--- src/rtl/lome_pkg.sv ---
`timescale 1ns / 1ps
`default_nettype none
// ----------------------------------------------------------------------------
// lome_pkg
// shared types and codes of the order matching engine
// ----------------------------------------------------------------------------
package lome_pkg;

  localparam logic CMD_SUBMIT = 1'b0;
  localparam logic CMD_CANCEL = 1'b1;

  localparam logic SIDE_BUY  = 1'b0;
  localparam logic SIDE_SELL = 1'b1;

  localparam logic [2:0] ST_RESTED    = 3'd0;
  localparam logic [2:0] ST_MATCHED   = 3'd1;
  localparam logic [2:0] ST_CANCELLED = 3'd2;
  localparam logic [2:0] ST_NOT_FOUND = 3'd3;
  localparam logic [2:0] ST_FULL      = 3'd4;

  localparam int unsigned ArrW = 40;
  localparam int unsigned CntW = 7;

  typedef struct packed {
    logic        cmd;
    logic        side;
    logic [31:0] order_id;
    logic [31:0] order_price;
  } req_t;

  typedef struct packed {
    logic [2:0]      status;
    logic [31:0]     buy_id;
    logic [31:0]     sell_id;
    logic [31:0]     exec_price;
    logic [CntW-1:0] buys_resting;
    logic [CntW-1:0] sells_resting;
  } rsp_t;

endpackage
`default_nettype wire

--- src/rtl/lome_front.sv ---
`timescale 1ns / 1ps
`default_nettype none
// ----------------------------------------------------------------------------
// lome_front
// two-entry request queue feeding the book engine
// ----------------------------------------------------------------------------
module lome_front
  import lome_pkg::*;
(
  input  wire  logic clk_i,
  input  wire  logic rst_ni,
  input  wire  logic in_valid_i,
  output logic       in_ready_o,
  input  wire  req_t in_req_i,
  output logic       q_valid_o,
  input  wire  logic q_ready_i,
  output req_t       q_req_o
);

  localparam int unsigned QDepth = 2;

  req_t       mem_q [QDepth];
  logic       wp_q, wp_d, rp_q, rp_d;
  logic [1:0] cnt_q, cnt_d;
  logic       push, pop;

  assign in_ready_o = (cnt_q != 2'(QDepth));
  assign q_valid_o  = (cnt_q != 2'd0);
  assign q_req_o    = mem_q[rp_q];
  assign push       = in_valid_i && in_ready_o;
  assign pop        = q_valid_o && q_ready_i;

  always_comb begin
    wp_d  = wp_q ^ push;
    rp_d  = rp_q ^ pop;
    cnt_d = cnt_q + {1'b0, push} - {1'b0, pop};
  end

  always_ff @(posedge clk_i or negedge rst_ni) begin
    if (!rst_ni) begin
      wp_q  <= 1'b0;
      rp_q  <= 1'b0;
      cnt_q <= 2'd0;
    end else begin
      wp_q  <= wp_d;
      rp_q  <= rp_d;
      cnt_q <= cnt_d;
    end
  end

  always_ff @(posedge clk_i) begin
    if (push) begin
      mem_q[wp_q] <= in_req_i;
    end
  end

  a_cnt_bound: assert property (@(posedge clk_i) disable iff (!rst_ni)
    cnt_q <= 2'(QDepth)) else $error("queue count overflow");
  a_full_noready: assert property (@(posedge clk_i) disable iff (!rst_ni)
    (cnt_q == 2'(QDepth)) |-> !in_ready_o) else $error("ready while full");
  a_cnt_step: assert property (@(posedge clk_i) disable iff (!rst_ni)
    (push && !pop) |=> cnt_q == $past(cnt_q) + 2'd1) else $error("count step");

endmodule
`default_nettype wire

--- config.mk ---
export PLATFORM = sky130hd
export DESIGN_NAME = lome_front
export DESIGN_NICKNAME = d
export VERILOG_FILES = /design/src/rtl/lome_pkg.sv /design/src/rtl/lome_front.sv
export SDC_FILE = /design/constraint.sdc
export NUM_CORES = 1
export LEC_CHECK = 0
export BUFFER_PORTS_ARGS = -buffer_cell sky130_fd_sc_hd__buf_2
export CELL_PAD_IN_SITES_DETAIL_PLACEMENT = 1
export CELL_PAD_IN_SITES_GLOBAL_PLACEMENT = 1
export CORE_UTILIZATION = 47
export DETAILED_ROUTE_END_ITERATION = 7
export GPL_ROUTABILITY_DRIVEN = 1
export PLACE_DENSITY = 0.88
export RECOVER_POWER = 50
export SLEW_MARGIN = 40
export SYNTH_ARGS = -nofsm -noshare
export SYNTH_HDL_FRONTEND = slang
export SYNTH_SLANG_ARGS = --single-unit
--- constraint.sdc ---
create_clock -name clk_i -period 7 [get_ports clk_i]
set_clock_uncertainty 0.15 [all_clocks]
set_input_delay 1.75 -clock clk_i [delete_from_list [all_inputs] [get_ports clk_i]]
set_output_delay 1.75 -clock clk_i [all_outputs]
set_load 0.005 [all_outputs]
==> results by group <==
Timing
  • Final Hold Vio Count: 0
  • RSZ-0062 raised after global routing: false
  • TNS Setup: 0 ps
  • Tmin final: 4020 ps
  • Max-slew violations: 32
  • Slew @ Worst Pin: 1570 ps
  • Final setup viols: 0
  • Relative slew slack: -4.85%
  • Fmax: 249 MHz
  • Final worst-path cycle share: 57.4%

Finish
  • Ant. Diodes: 0
  • Fin nets: 453
  • Multi-input gate area: 990 µm²
  • Syn-to-layout area delta: 27.5%
  • Core Util, Final: 62.5%
  • Share of cells above drive strength 1: 51.5%
  • Fill count: 957
  • Register area: 0.00407 mm²

Logic synthesis
  • Post-synth EDFFs: 132
  • Count of different cell masters after synthesis: 22
  • Most common flop cell mapped by yosys: edfxtp_1
  • Synth Area per Inst: 22.4 µm²
  • Count leader, synth: edfxtp_1
  • Seq cells post-synth: 136
  • Synthesized area: 0.00510 mm²
  • Yosys warns: 0
  • Synthesized netlist net count: 300
  • Instance count of the mapped netlist: 228
  • Top cells by area, synth: edfxtp_1 (78%), mux2_4 (8.8%), mux2_2 (7.9%)
  • Ys async rst share: 2.94%
  • Sequential-to-total area share from yosys stat: 79.6%
  • Largest area contributor in the netlist: edfxtp_1
  • Area share of the largest cell type after synthesis: 77.6%
  • Synth cell count leaders: edfxtp_1 (132), mux2_2 (36), mux2_4 (30)

Detailed routing
  • Vias per Instance: 4.95
  • WL final: 9610 µm
  • # DRC: 0
  • Initial DRT Pass Iterations: 4
  • Initial DRC count: 78
  • Post-route ant nets: 0
  • Total number of vias: 2626
  • Avg WL per Cell: 18.1 µm

Worst setup path
  • CP endpoint kind: output port
  • WP data arrival: 2120 ps
  • Reg2reg end: mem_q[1][9]
  • Reg2reg path depth: 3
  • Critical path class: reg -> out
  • CP Launch Type: flop
  • Worst r2r src: cnt_q[0]
  • Critical Path Fanout Max: 26
  • Worst path required time: 5100 ps
  • FF-to-FF setup slack: 4310 ps

Clocking
  • Root buf cell: clkbuf_8
  • Clock Pin Slew Worst Setup and Hold Paths: 60 ps
  • CTS tree: yes
  • Max H-tree Level: 4
  • CTS max path bufs: 2
  • Clk_lat worst skew: 510 ps
  • Num Clock Sinks: 136
  • Hold-fix buffers, CTS: 0
  • TritonCTS buffer count: 17
  • PostCTS Resize Cnt: 0
  • Setup repair bufs after CTS: 0

Global routing
  • First-pass GRT wire length: 14800 µm
  • Grt ovf: 0
  • Initial antenna violation count: 0
  • Pin count of the biggest net entering global routing: 36
  • Tot GR Track Use: 18.3%
  • Vias in the first global route: 2851

Power and ir drop
  • Clock power share: 29.6%
  • Internal power: 0.00203 W
  • Combinational power share: 27.3%
  • Switch Pwr: 0.000738 W
  • Max VDD drop: 223 µV
  • Pwr dens: 426 mW/mm²
  • Switch share: 26.6%
  • Sequential share of power: 43.0%
  • Leakage: 2.47 nW

Status
  • Status: complete, but fails checks
  • Failing checks: max-capacitance violations, max-slew violations

Floorplan
  • Core region area: 0.0104 mm²
  • Die height: 106 µm
  • Die X: 106 µm
  • Io pins: 138
  • DIE AREA: 0.0113 mm²
  • Row cnt: 37
  • Initial Utilization: 49.0%

Hold path
  • Worst hold endpoint: wp_q
  • Hold path startpoint: wp_q
  • Worst min path class: reg -> reg
  • Hold path depth: 3

Run
  • Max_cap viols: 1

Placed design
  • RD Place Congestion: 0.687
  • Hpwl dp: 6460 µm
  • Port Buffers: 137
==> flip-flops by register name, summed over array words and instances (netlist names) <==
name / cells
mem_q: 132
cnt_q: 2
rp_q: 1
wp_q: 1
==> metrics by stage <==
stage / instances / instance area (µm²) / worst slack [ps] / total power [W] / hold WS [ps]
2_1_floorplan: 228 / 5100 / 2960 / 0.00166 / 417
3_3_place_gp: 494 / 5930 / 3390 / 0.00191 / 452
3_5_place_dp: 498 / 6010 / 3480 / 0.00198 / 491
4_1_cts: 530 / 6560 / 2920 / 0.00282 / 511
5_1_grt: 530 / 6510 / 2870 / 0.00290 / 545
6_report: 530 / 6510 / 2980 / 0.00277 / 520
==> power groups by stage <==
stage	Clock [W]	Sequential [W]	Combinational, W
2_1_floorplan	0	0.00117	0.000490
3_3_place_gp	0	0.00126	0.000647
3_5_place_dp	0	0.00121	0.000775
4_1_cts	0.000839	0.00119	0.000782
5_1_grt	0.000866	0.00121	0.000820
6_report	0.000821	0.00119	0.000757
==> metal layers <==
layer | GRT usage (%) | up-vias | part of all wire (%)
met5 | 0 | - | 0
met4 | 8.43 | 0 | 1.5
met3 | 6.50 | 11 | 6.3
met2 | 32.2 | 93 | 54
met1 | 19.7 | 1303 | 38
li1 | - | 1219 | -
==> how the worst max path moves through the flow <==
stage | slack (ps) | endpoint | start
after floorplan | 2960 | mem_q[0][0] | in_valid_i
after global placement | 3390 | q_req_o[1] | rp_q
after detailed placement | 3480 | q_req_o[1] | rp_q
after CTS | 2920 | q_req_o[3] | rp_q
after global routing | 2870 | q_req_o[1] | rp_q
final | 2980 | q_req_o[14] | rp_q
==> kinds of logic after synthesis <==
kind of cell | after synthesis | share of synthesized area, %
multiplexers | 66 | 16.8
adder cells (fa/ha/maj) | 2 | 0.490
AO/OA/AOI/OAI | 4 | 0.613
buffers and inverters | 9 | 1.25
AND/OR/NAND/NOR | 9 | 0.932
flip-flops | 136 | 79.6
XOR/XNOR | 2 | 0.343
==> layout by cell type (no fill, tap or decap), drive strengths merged, types with 2 or more instances in the layout <==
cell    instances
xnor2           2
buf           107
ha              2
inv             3
bufinv          2
clkinv          9
dfrtp           4
nor2            2
edfxtp        132
mux2           66
clkbuf         53
==> worst max-delay path, cell delays in order (launching register included) <==
cell and delay, ps:
dfrtp_4 610, buf_12 250, buf_12 230, mux2_2 360
buf_2 140
==> cell type report <==
class / count / area share (%)
flip-flops and latches: 136 / 62.5
multi-input cells: 83 / 15.2
repair buffers: 141 / 11.1
clock buffers: 19 / 6.48
clock inverters: 13 / 2.00
inverters: 2 / 0.115
well taps: 136 / 2.61
(Power assumes the default switching activity.)
